`src/rtl/sft_pkg.sv`:
```
// shared types, constants and codes for the syn flood source tracker
`timescale 1ns / 1ps
package sft_pkg;

    localparam int TABLE_DEPTH = 64;
    localparam int EVICT_LIMIT = 48;
    localparam int IDX_W       = $clog2(TABLE_DEPTH);
    localparam int CNT_W       = $clog2(TABLE_DEPTH + 1);

    localparam logic [7:0] TCP_PROTOCOL = 8'd6;

    localparam logic [2:0] OP_EVENT    = 3'd0;
    localparam logic [2:0] OP_FLOW     = 3'd1;
    localparam logic [2:0] OP_SNAPSHOT = 3'd2;
    localparam logic [2:0] OP_TICK     = 3'd3;
    localparam logic [2:0] OP_EXPIRE   = 3'd4;

    localparam logic [1:0] KIND_DONE    = 2'd0;
    localparam logic [1:0] KIND_BLOCKED = 2'd1;
    localparam logic [1:0] KIND_EXPIRED = 2'd2;
    localparam logic [1:0] KIND_FULL    = 2'd3;

    localparam logic [2:0] CFG_FLAG_LEVEL   = 3'd0;
    localparam logic [2:0] CFG_WINDOW       = 3'd1;
    localparam logic [2:0] CFG_BLOCK_ENABLE = 3'd2;
    localparam logic [2:0] CFG_BLOCK_TTL    = 3'd3;
    localparam logic [2:0] CFG_IDLE_TTL     = 3'd4;

    typedef enum logic [1:0] {
        ST_IDLE,
        ST_SCAN,
        ST_FIN
    } t_state;

    typedef struct packed {
        logic        valid;
        logic [31:0] addr;
        logic [31:0] syns;
        logic [31:0] acks;
        logic [63:0] last_event;
        logic [31:0] gen;
        logic        flagged;
        logic        blocked;
        logic [63:0] block_start;
        logic [7:0]  ttl_seen;
        logic        sum_present;
        logic [31:0] sum_syns;
        logic [31:0] sum_acks;
        logic [63:0] sum_last;
    } t_slot;

    typedef struct packed {
        logic [31:0] flag_level;
        logic [63:0] window_ns;
        logic        block_enable;
        logic [63:0] block_ttl_ns;
        logic [63:0] idle_ttl_ns;
    } t_cfg;

    typedef struct packed {
        logic       take;
        logic       evict;
        logic       cand;
        logic [1:0] cand_kind;
        logic       find;
    } t_head_ctl;

endpackage

```
`src/rtl/sft_cell.sv`:
```
// one table slot of the rotating chain with its address compare
`timescale 1ns / 1ps
module sft_cell (
    input  logic                 i_clk,
    input  logic                 i_rst_n,
    input  logic                 i_shift,
    input  sft_pkg::t_slot       i_rec,
    input  logic [31:0]          i_addr,
    output sft_pkg::t_slot       o_rec,
    output logic                 o_hit
);
    import sft_pkg::*;

    t_slot r_rec;

    always_ff @(posedge i_clk) begin
        if (!i_rst_n) begin
            r_rec.valid       <= 1'b0;
            r_rec.flagged     <= 1'b0;
            r_rec.blocked     <= 1'b0;
            r_rec.sum_present <= 1'b0;
        end else if (i_shift) begin
            r_rec <= i_rec;
        end
    end

    assign o_rec = r_rec;
    assign o_hit = r_rec.valid && (r_rec.addr == i_addr);

endmodule

```
`config.mk`:
```
export PLATFORM = sky130hd
export DESIGN_NAME = sft_cell
export DESIGN_NICKNAME = d
export VERILOG_FILES = /design/src/rtl/sft_pkg.sv /design/src/rtl/sft_cell.sv
export SDC_FILE = /design/constraint.sdc
export NUM_CORES = 1
export LEC_CHECK = 0
export ABC_CLOCK_PERIOD_IN_PS = 26900
export BUFFER_PORTS_ARGS = -buffer_cell sky130_fd_sc_hd__buf_2
export CORE_AREA = 2 2 320 322
export CTS_CLUSTER_SIZE = 28
export DETAILED_ROUTE_END_ITERATION = 8
export DIE_AREA = 0 0 322 324
export GPL_TIMING_DRIVEN = 0
export HOLD_SLACK_MARGIN = 0.06
export PLACE_DENSITY_LB_ADDON = 0.05
export SLEW_MARGIN = 5
export SYNTH_ARGS = -nofsm -noshare
export SYNTH_HDL_FRONTEND = slang
export SYNTH_SLANG_ARGS = --single-unit
```
`constraint.sdc`:
```
create_clock -name i_clk -period 26.9 [get_ports i_clk]
set_input_delay 1.345 -clock i_clk [delete_from_list [all_inputs] [get_ports i_clk]]
set_output_delay 1.345 -clock i_clk [all_outputs]
set_load 0.02 [all_outputs]
```
==> summary.md <==
| Metric | Value |
|---|---|
| Outcome | finished, final reports clean |
| Critical path's most frequent cell | buf_2 |
| Worst Max-Slew Pin Slew | between 0.7 and 0.8 ns |
| Initial antenna violation count | 12 |
| Seq/Total Area, Yosys | 0.9643 |
| WHS | between 0.5 and 0.6 ns |
| Remaining global-route overflow | 0 |
| Final instance area | approximately 0.02 mm2 |
| Crit path arrival time | 3.05 ns |
| Worst-path cell chain | buf_2 > xor2_1 > nor4_1 > nand4_1 > nor4_2 > buf_2 |
| CP max stage cell | nor4_1 |
| Synth warn | 0 |
| CTS tree | yes |
| Register clock-pin slew on the reported worst setup and hold paths | 0.05 ns |
| TritonRoute pass-1 iters | 4 |
| Final Hold Fails | 0 |
| Total detailed-routing wirelength | about 55 mm |
| Syn Std Cell Area | roughly 0.012 mm2 |
| Worst Setup Path Type | input port to output pin |
| Power Dens Cells | just under 80 mW/mm2 |
| First-pass GRT wire length | between 70 and 80 mm |
| Setup Buffers After CTS | 0 |
| Most frequent cells in the layout | 826 x buf_2, 392 x edfxtp_1, 53 x clkbuf_16 |
| H-Tree Depth | 2 |
| Library cells used by synthesis | 16 |
| TNS Setup | 0 ns |
| Final setup margin | 22.50 ns |
| GRT Util Overall | 0.09939 |
| Mapped Cells | 450 |
| Final Cycle Share | 0.1635 |
| Largest net degree at the start of global routing | 53 |
| Number of DRC markers in iteration 0 | just under 300 |
| Later-pin clock latency in the skew report | 0.60 ns |
| Pwr Total | between 1.5 and 2 mW |
| Final Non-Filler Cells | around 2700 |
| Root Driver | clkbuf_16 |
| Post_cts resized | 0 |
| Nets | ~1800 |
| DP Area | 0.01828 mm2 |
| RSZ-0062 raised after global routing | false |
| Syn_nets | slightly below 900 |
| WP buf/inv | 2 |
| Vias in the first global route | about 8500 |
| Fmax | between 200 and 250 MHz |
| Initial core utilization | 0.1217 |
| Die Y-Extent | 324 um |
| Fin crit period | ~4.4 ns |
| Cts hold-fix bufs | 0 |
| Max Transition Viols Final | 0 |
| Clock Path Buffers | 3 |
| CP max FO | 1 |
| Peak VDD IR | ~0.051 mV |
| Via count | 7942 |
| Synth Register Bits | 396 |
| HPWL after detailed placement | about 45 mm |
| Layout Skew | 0 ns |
| Critical path launch point type | input port |
| Max reg flops | 396 |
| Sinks on Clock Net | slightly below 400 |
| Fin util | 0.1968 |
| R2r setup slk | around 26 ns |
| Crit-path max cell delay | just under 0.7 ns |
| IO Port Bufs | a little over 800 |
| Synth-to-layout area growth | 61.76% |
| Share of layout cells above drive strength 1 | 0.6601 |
| DR vias/cell | approximately 3.0 |
| Die ar. | ~0.10 mm2 |
| Inst Count DP | approximately 2600 |
| Antenna-violating nets left | 0 |
| Final setup vio count | 0 |
| Die X | ~320 um |
| Wire per inst | between 20 and 25 um |
| Post-placement setup slack | 22.16 ns |
| Syn avg cell area | between 20 and 30 um2 |
| RePlAce Congestion | 0.6994 |
| Worst hold path class | register to register |
| Core area | around 0.10 mm2 |
| Crit path capture type | output pin |
| Clock buffer count from CTS | 52 |
| DRC Markers | 0 |
| Max-cap violations | 0 |
| Max_slew headroom | 0.4780 |
| Kind of cell adding the most delay to the critical path | simple AND/OR/NAND/NOR gates |
| Io pins | just over 800 |
| Static Leak | 8.021 nW |
| Commonest non-fill, non-tap cell in the layout | buf_2 |
| FP Rows | ~120 |
| Worst Path Required | around 26 ns |
cells in the mapped netlist (all sizes together):
cell type	number	share of area
and2	1	0.00051
clkbuf	1	0.00031
mux2i	4	0.0033
a2111oi	1	0.0012
nand4	1	0.00051
xnor2	4	0.0029
o2111ai	1	0.00071
nand2	1	0.00031
nand3	1	0.00041
nor2b	4	0.0020
inv	1	0.00031
nor4	7	0.0041
edfxtp	392	0.96
xor2	27	0.019
dfxtp	4	0.0065
power breakdown:
part / switching, mW / total (mW) / internal (mW)
registers: 0.0116 / 0.737 / 0.725
clock network: 0.281 / 0.669 / 0.388
logic: 0.102 / 0.155 / 0.0534
total: 0.394 / 1.56 / 1.17
cell families after synthesis:
kind of cell / share of synthesized area
xor+xnor: 0.02209
compound gates: 0.001934
mux: 0.003258
simple gates: 0.007839
flops: 0.9643
buf+inv: 0.0006102
per-layer routing:
metal	vias up	track usage	wire, um
met4	12	0.03219	1354
met3	86	0.04164	4815
met5	-	0	74
met1	3851	0.08821	16780
li1	3613	-	-
met2	380	0.1987	32170
path summary, 6_finish.rpt:
path,depth (start not counted),from,endpoint
min,2,o_rec[128],o_rec[128]
min reg2reg,2,o_rec[128],o_rec[128]
max reg2reg,2,o_rec[395],o_rec[395]
max,6,i_addr[19],o_hit
tightest hold or removal path, delay by kind of cell (launching register included):
family,cells,cell delay [ns]
flip-flops,1,0.32
AND/OR/NAND/NOR,1,0.10
multiplexers,1,0.06
cell type report:
| class | count | area [um2] |
|---|---|---|
| timing repair buffer | 834 | 4347 |
| antenna | 1 | 2.502 |
| clock inverter | 32 | 234.0 |
| buffer | 1 | 3.754 |
| sequential | 396 | 11850 |
| multi-input combinational | 52 | 434.2 |
| tap | 1309 | 1638 |
| inverter | 1 | 3.754 |
| clock buffer | 64 | 1368 |
| fill | 11040 | 81130 |
Power figures use the tool's default switching activity.
