`src/rtl/sft_pkg.sv`:
```
// shared types, constants and codes for the syn flood source tracker
`timescale 1ns / 1ps
package sft_pkg;

    localparam int TABLE_DEPTH = 64;
    localparam int EVICT_LIMIT = 48;
    localparam int IDX_W       = $clog2(TABLE_DEPTH);
    localparam int CNT_W       = $clog2(TABLE_DEPTH + 1);

    localparam logic [7:0] TCP_PROTOCOL = 8'd6;

    localparam logic [2:0] OP_EVENT    = 3'd0;
    localparam logic [2:0] OP_FLOW     = 3'd1;
    localparam logic [2:0] OP_SNAPSHOT = 3'd2;
    localparam logic [2:0] OP_TICK     = 3'd3;
    localparam logic [2:0] OP_EXPIRE   = 3'd4;

    localparam logic [1:0] KIND_DONE    = 2'd0;
    localparam logic [1:0] KIND_BLOCKED = 2'd1;
    localparam logic [1:0] KIND_EXPIRED = 2'd2;
    localparam logic [1:0] KIND_FULL    = 2'd3;

    localparam logic [2:0] CFG_FLAG_LEVEL   = 3'd0;
    localparam logic [2:0] CFG_WINDOW       = 3'd1;
    localparam logic [2:0] CFG_BLOCK_ENABLE = 3'd2;
    localparam logic [2:0] CFG_BLOCK_TTL    = 3'd3;
    localparam logic [2:0] CFG_IDLE_TTL     = 3'd4;

    typedef enum logic [1:0] {
        ST_IDLE,
        ST_SCAN,
        ST_FIN
    } t_state;

    typedef struct packed {
        logic        valid;
        logic [31:0] addr;
        logic [31:0] syns;
        logic [31:0] acks;
        logic [63:0] last_event;
        logic [31:0] gen;
        logic        flagged;
        logic        blocked;
        logic [63:0] block_start;
        logic [7:0]  ttl_seen;
        logic        sum_present;
        logic [31:0] sum_syns;
        logic [31:0] sum_acks;
        logic [63:0] sum_last;
    } t_slot;

    typedef struct packed {
        logic [31:0] flag_level;
        logic [63:0] window_ns;
        logic        block_enable;
        logic [63:0] block_ttl_ns;
        logic [63:0] idle_ttl_ns;
    } t_cfg;

    typedef struct packed {
        logic       take;
        logic       evict;
        logic       cand;
        logic [1:0] cand_kind;
        logic       find;
    } t_head_ctl;

endpackage

```
`src/rtl/sft_head.sv`:
```
// update of the slot record passing the head of the chain
`timescale 1ns / 1ps
module sft_head (
    input  sft_pkg::t_slot       i_rec,
    input  sft_pkg::t_cfg        i_cfg,
    input  logic [2:0]           i_operation,
    input  logic [31:0]          i_src_ip,
    input  logic [7:0]           i_ttl,
    input  logic [63:0]          i_event_time,
    input  logic [7:0]           i_protocol,
    input  logic [31:0]          i_flow_syns,
    input  logic [31:0]          i_flow_acks,
    input  logic [63:0]          i_first_seen,
    input  logic [63:0]          i_last_seen,
    input  logic [63:0]          i_time_now,
    input  logic [31:0]          i_gen,
    input  logic                 i_over,
    input  logic                 i_hit,
    input  logic                 i_taken,
    output sft_pkg::t_slot       o_rec,
    output sft_pkg::t_head_ctl   o_ctl
);
    import sft_pkg::*;

    function automatic logic aged(input logic [63:0] now, input logic [63:0] then_t,
                                  input logic [63:0] lim);
        logic [63:0] diff;
        diff = now - then_t;
        return (now > then_t) && (diff > lim);
    endfunction

    t_slot       s_rec;
    logic        keep;
    logic        find;
    logic        take;
    logic        sel;
    logic [31:0] unmatched;
    logic [63:0] held;

    always_comb begin
        s_rec     = i_rec;
        o_ctl     = '0;
        unmatched = '0;
        held      = i_time_now - i_rec.block_start;
        keep = (i_operation == OP_FLOW) && (i_protocol == TCP_PROTOCOL) &&
               (i_last_seen != 64'd0) && !aged(i_time_now, i_last_seen, i_cfg.window_ns) &&
               !((i_first_seen != 64'd0) && aged(i_time_now, i_first_seen, i_cfg.window_ns));
        find = (i_operation == OP_EVENT) || keep;
        take = find && !i_hit && !i_taken && !i_rec.valid;
        sel  = find && ((i_rec.valid && (i_rec.addr == i_src_ip)) || take);
        if (take) begin
            s_rec       = '0;
            s_rec.valid = 1'b1;
            s_rec.addr  = i_src_ip;
        end
        case (i_operation)
            OP_EVENT: begin
                if (sel) begin
                    if (i_ttl != 8'd0) s_rec.ttl_seen = i_ttl;
                    if (i_event_time > s_rec.last_event) s_rec.last_event = i_event_time;
                end
            end
            OP_FLOW: begin
                if (sel) begin
                    if (s_rec.sum_present) begin
                        s_rec.sum_syns = s_rec.sum_syns + i_flow_syns;
                        s_rec.sum_acks = s_rec.sum_acks + i_flow_acks;
                        if (i_last_seen > s_rec.sum_last) s_rec.sum_last = i_last_seen;
                    end else begin
                        s_rec.sum_present = 1'b1;
                        s_rec.sum_syns    = i_flow_syns;
                        s_rec.sum_acks    = i_flow_acks;
                        s_rec.sum_last    = i_last_seen;
                    end
                end
            end
            OP_SNAPSHOT: begin
                if (s_rec.valid && s_rec.sum_present) begin
                    s_rec.sum_present = 1'b0;
                    s_rec.syns        = s_rec.sum_syns;
                    s_rec.acks        = s_rec.sum_acks;
                    s_rec.last_event  = s_rec.sum_last;
                    s_rec.gen         = i_gen;
                    if (s_rec.syns > s_rec.acks) unmatched = s_rec.syns - s_rec.acks;
                    if (unmatched >= i_cfg.flag_level) s_rec.flagged = 1'b1;
                end
                if (s_rec.valid && (s_rec.gen != i_gen) && !s_rec.blocked) begin
                    if ((s_rec.last_event == 64'd0) ||
                        aged(i_time_now, s_rec.last_event, i_cfg.window_ns)) begin
                        s_rec.syns    = '0;
                        s_rec.acks    = '0;
                        s_rec.flagged = 1'b0;
                    end
                end
            end
            OP_TICK: begin
                if (s_rec.valid && s_rec.flagged && !s_rec.blocked && i_cfg.block_enable) begin
                    s_rec.blocked     = 1'b1;
                    s_rec.block_start = i_time_now;
                    o_ctl.cand        = 1'b1;
                    o_ctl.cand_kind   = KIND_BLOCKED;
                end
                if (i_over && s_rec.valid && !s_rec.flagged && !s_rec.blocked &&
                    !s_rec.sum_present &&
                    aged(i_time_now, s_rec.last_event, i_cfg.idle_ttl_ns)) begin
                    s_rec.valid = 1'b0;
                    o_ctl.evict = 1'b1;
                end
            end
            OP_EXPIRE: begin
                if (s_rec.valid && s_rec.blocked && (i_time_now >= s_rec.block_start) &&
                    (held >= i_cfg.block_ttl_ns)) begin
                    s_rec.blocked   = 1'b0;
                    s_rec.flagged   = 1'b0;
                    s_rec.syns      = '0;
                    s_rec.acks      = '0;
                    o_ctl.cand      = 1'b1;
                    o_ctl.cand_kind = KIND_EXPIRED;
                end
            end
            default: begin
            end
        endcase
        o_ctl.take = take;
        o_ctl.find = find;
        o_rec      = s_rec;
    end

endmodule

```
`config.mk`:
```
export PLATFORM = sky130hd
export DESIGN_NAME = sft_head
export DESIGN_NICKNAME = d
export VERILOG_FILES = /design/src/rtl/sft_pkg.sv /design/src/rtl/sft_head.sv
export SDC_FILE = /design/constraint.sdc
export NUM_CORES = 2
export LEC_CHECK = 0
export BUFFER_PORTS_ARGS = -buffer_cell sky130_fd_sc_hd__buf_4
export CAP_MARGIN = 5
export CORE_AREA = 2 2 555 557
export DETAILED_ROUTE_END_ITERATION = 10
export DIE_AREA = 0 0 557 559
export PLACE_DENSITY = 0.3
export REMOVE_ABC_BUFFERS = 1
export SLEW_MARGIN = 25
export SYNTH_ARGS = -nofsm -noshare
export SYNTH_HDL_FRONTEND = slang
export SYNTH_SLANG_ARGS = --single-unit
```
`constraint.sdc`:
```
create_clock -name vclk -period 21
set_clock_uncertainty 0.15 [all_clocks]
set_input_delay 2.1 -clock vclk [all_inputs]
set_output_delay 2.1 -clock vclk [all_outputs]
set_load 0.01 [all_outputs]
```
==> results.yml <==
outcome:
  status: "complete, no violations"
setup_path:
  cp_data_arrival_time_ns: 17.54
  worst_path_max_delay_cell: "or4b_2"
  startpoint: "i_time_now[0]"
  crit_top_cell: "buf_4"
  startpoint_type: "input pin"
  cp-end-kind: "output pin"
  slowest_delay_ns: 0.64
  path_class: "in -> out"
  crit_fanout: 28
  worstPathRequired_ns: 18.75
power:
  power.internal_uw: 789
  p_switching_uw: 1160
  p_clk_frac: 0
  power_density_nw_per_um2: 33.3
  peakVddDrop_v: 0.0000145
  pwr-share-comb: 1.000
  p_sw_frac: 0.595
  leakagePower_uw: 0.0298
  seqPwrFrac: 0
die:
  die_h_um: 559
  io_pins: 1429
  dieArea_um2: 311000
  rows: 203
  start_util: 0.139
  die_x_um: 557
  core-area_um2: 305000
finish:
  n_sequential_cell: 0
  num-clock-buffers: 0
  area_growth_pct: 37.4
  drive_gt1_frac: 0.207
  seqCellArea_um2: 0
  nNetsFinal: 9686
logic_synthesis:
  synth_cell_types: 93
  synth_area_um2: 42500
  synth_area_leader_cell: "ha_1"
  ys.warnings.count: 0
  synthesis.area_per_instance_um2: 6.65
  yosys.area_share.simple: 0.238
  synth_top_family_by_area: "compound AO/OA/AOI/OAI gates"
  synth-xor-area-share: 0.0813
  synth.area.top_cells: "ha_1 28%, a21o_1 7.4%, a21oi_1 7.3%"
  synth_compound_area_frac: 0.319
  synth-adder-area-share: 0.285
  ys_seq_area_frac: 0
  synth_top_area_frac: 0.281
  netlist_instances: 6393
  synthMuxAreaShare: 0.00309
run:
  maxCapViolCount: 0
drt:
  drt-pass1-iter-count: 6
  drc: 0
  avgViaCountPerCell: 4.63
  vias: 54871
  ant_nets: 0
  drt-wirelength-per-cell_um: 32.8
  drt_iter0_markers: 4086
  drt_wl_total_um: 388000
timing:
  finalMaxSlewViolations: 0
  rsz0062_at_grt: "no"
  period_needed_ns: 19.79
  fmax_mhz: 50.5
  setup_tns_ns: 0
  setup_ws_ns: 1.21
  setup_violations: 0
  finalCritPeriodShare: 0.942
  hold_viol_final: 0
  maxSlewHeadroom: 0.227
  worst_pin_slew_ns: 1.15
placed_design:
  post-place-ws_ns: 0.528
  gp_congestion: 0.979
  hpwl_um: 356000
  port_buffers: 1429
min_path:
  worstHoldPathCells: 4
  min-delay-start: "i_src_ip[11]"
  hold_path_end: "o_rec[374]"
  hold_class: "in -> out"
grt:
  first_global_vias: 54893
  grt_usage: 0.237
  antenna_found_initial: 128
  overflow: 0
  grt_pass1_wl_um: 502000
  grt_max_degree: 102
clock_network:
  postCtsHoldBufs: 0
  cts.repair.resized: 0
  cts_setup_buffers: 0
## power groups by stage
| stage | clock network, uW | registers [uW] | logic, uW |
|---|---|---|---|
| after floorplan | 0 | 0 | 1090 |
| after global placement | 0 | 0 | 1950 |
| after detailed placement | 0 | 0 | 1950 |
| after CTS | 0 | 0 | 1970 |
| after global routing | 0.0000791 | 0 | 2140 |
| final | 0.000134 | 0 | 1950 |
## layer usage
metal,vias up,part of all wire,global-route usage
met1,26376,0.39,0.263
met4,74,0.048,0.0992
met5,-,0.0012,0
li1,25988,-,-
met2,2058,0.51,0.437
met3,375,0.058,0.0426
## worst max-delay path, delay by kind of cell
| kind | cells | cell delay [ns] |
|---|---|---|
| AO/OA/AOI/OAI | 31 | 8.45 |
| XOR/XNOR | 1 | 0.16 |
| adder cells (fa/ha/maj) | 4 | 1.17 |
| buffers and inverters | 8 | 1.57 |
| multiplexers | 1 | 0.22 |
| AND/OR/NAND/NOR | 16 | 3.71 |
## worst max path at each step
stage | cells after the start | endpoint | slack, ns
floorplan | 56 | o_rec[299] | 1.92
global placement | 62 | o_rec[339] | 0.77
detailed placement | 61 | o_rec[339] | 0.53
CTS | 61 | o_rec[339] | 0.46
global route | 59 | o_rec[309] | 0.04
finish | 61 | o_rec[343] | 1.21
## stage by stage
stage / utilization / instance area, um^2 / hold slack, ns / instances / power, uW
after detailed placement: 0.191 / 58300 / 4.35 / 11792 / 1950
after global routing: 0.191 / 58300 / 4.36 / 11805 / 2140
after floorplan: - / 41700 / 4.16 / 6193 / 1090
final: 0.192 / 58400 / 4.35 / 11840 / 1950
after global placement: 0.191 / 58200 / 4.34 / 11791 / 1950
after CTS: 0.191 / 58300 / 4.35 / 11792 / 1970
## cell usage in the layout (no fill, tap or decap), types with 89 or more instances in the layout
cell,Yosys,routed
buf_4,2,1495
ha_1,957,957
nand2_1,741,740
a21oi_1,618,616
inv_1,596,596
a21o_1,417,416
o21ai_0,372,371
nor2_1,371,370
xnor2_1,266,266
nand3_1,207,207
nand4_1,204,204
xor2_1,129,129
nor2b_1,112,112
nor4_1,107,95
nor3_1,90,89
## logic make-up (layout without fill, tap and decap cells)
logic type	count (synthesis)	after routing
AO/OA/AOI/OAI	2114	2114
XOR/XNOR	395	395
adder cells (fa/ha/maj)	965	965
buffers and inverters	797	2096
multiplexers	13	13
other	0	48
AND/OR/NAND/NOR	2109	2109
## cells in the mapped netlist, drive strengths merged (10+ instances only)
| master | number |
|---|---|
| a21boi | 18 |
| buf | 60 |
| nor3 | 91 |
| nor4 | 107 |
| a21oi | 621 |
| a221oi | 17 |
| xor2 | 129 |
| a31oi | 41 |
| a21o | 418 |
| o21ai | 447 |
| a2111oi | 16 |
| ha | 957 |
| inv | 597 |
| a211o | 15 |
| nand4 | 204 |
| clkbuf | 140 |
| nand2b | 84 |
| o2111ai | 13 |
| nand2 | 741 |
| o22ai | 14 |
| xnor2 | 266 |
| or2 | 29 |
| o21a | 80 |
| o41ai | 12 |
| and3 | 48 |
| a221o | 10 |
| a22o | 74 |
| mux2i | 12 |
| nor2 | 371 |
| o21bai | 58 |
| o211ai | 82 |
| nand3 | 207 |
| a211oi | 58 |
| and2 | 59 |
| or3 | 20 |
| nor2b | 112 |
| o31ai | 33 |
## final cells by class
class | count | area, um^2
Fill cell | 35145 | 247000
Inverter | 597 | 2240
Tap cell | 4100 | 5130
Multi-Input combinational cell | 5596 | 39700
Timing Repair Buffer | 1499 | 11300
Antenna cell | 48 | 120
No activity file was read; power rests on OpenSTA's default activity.
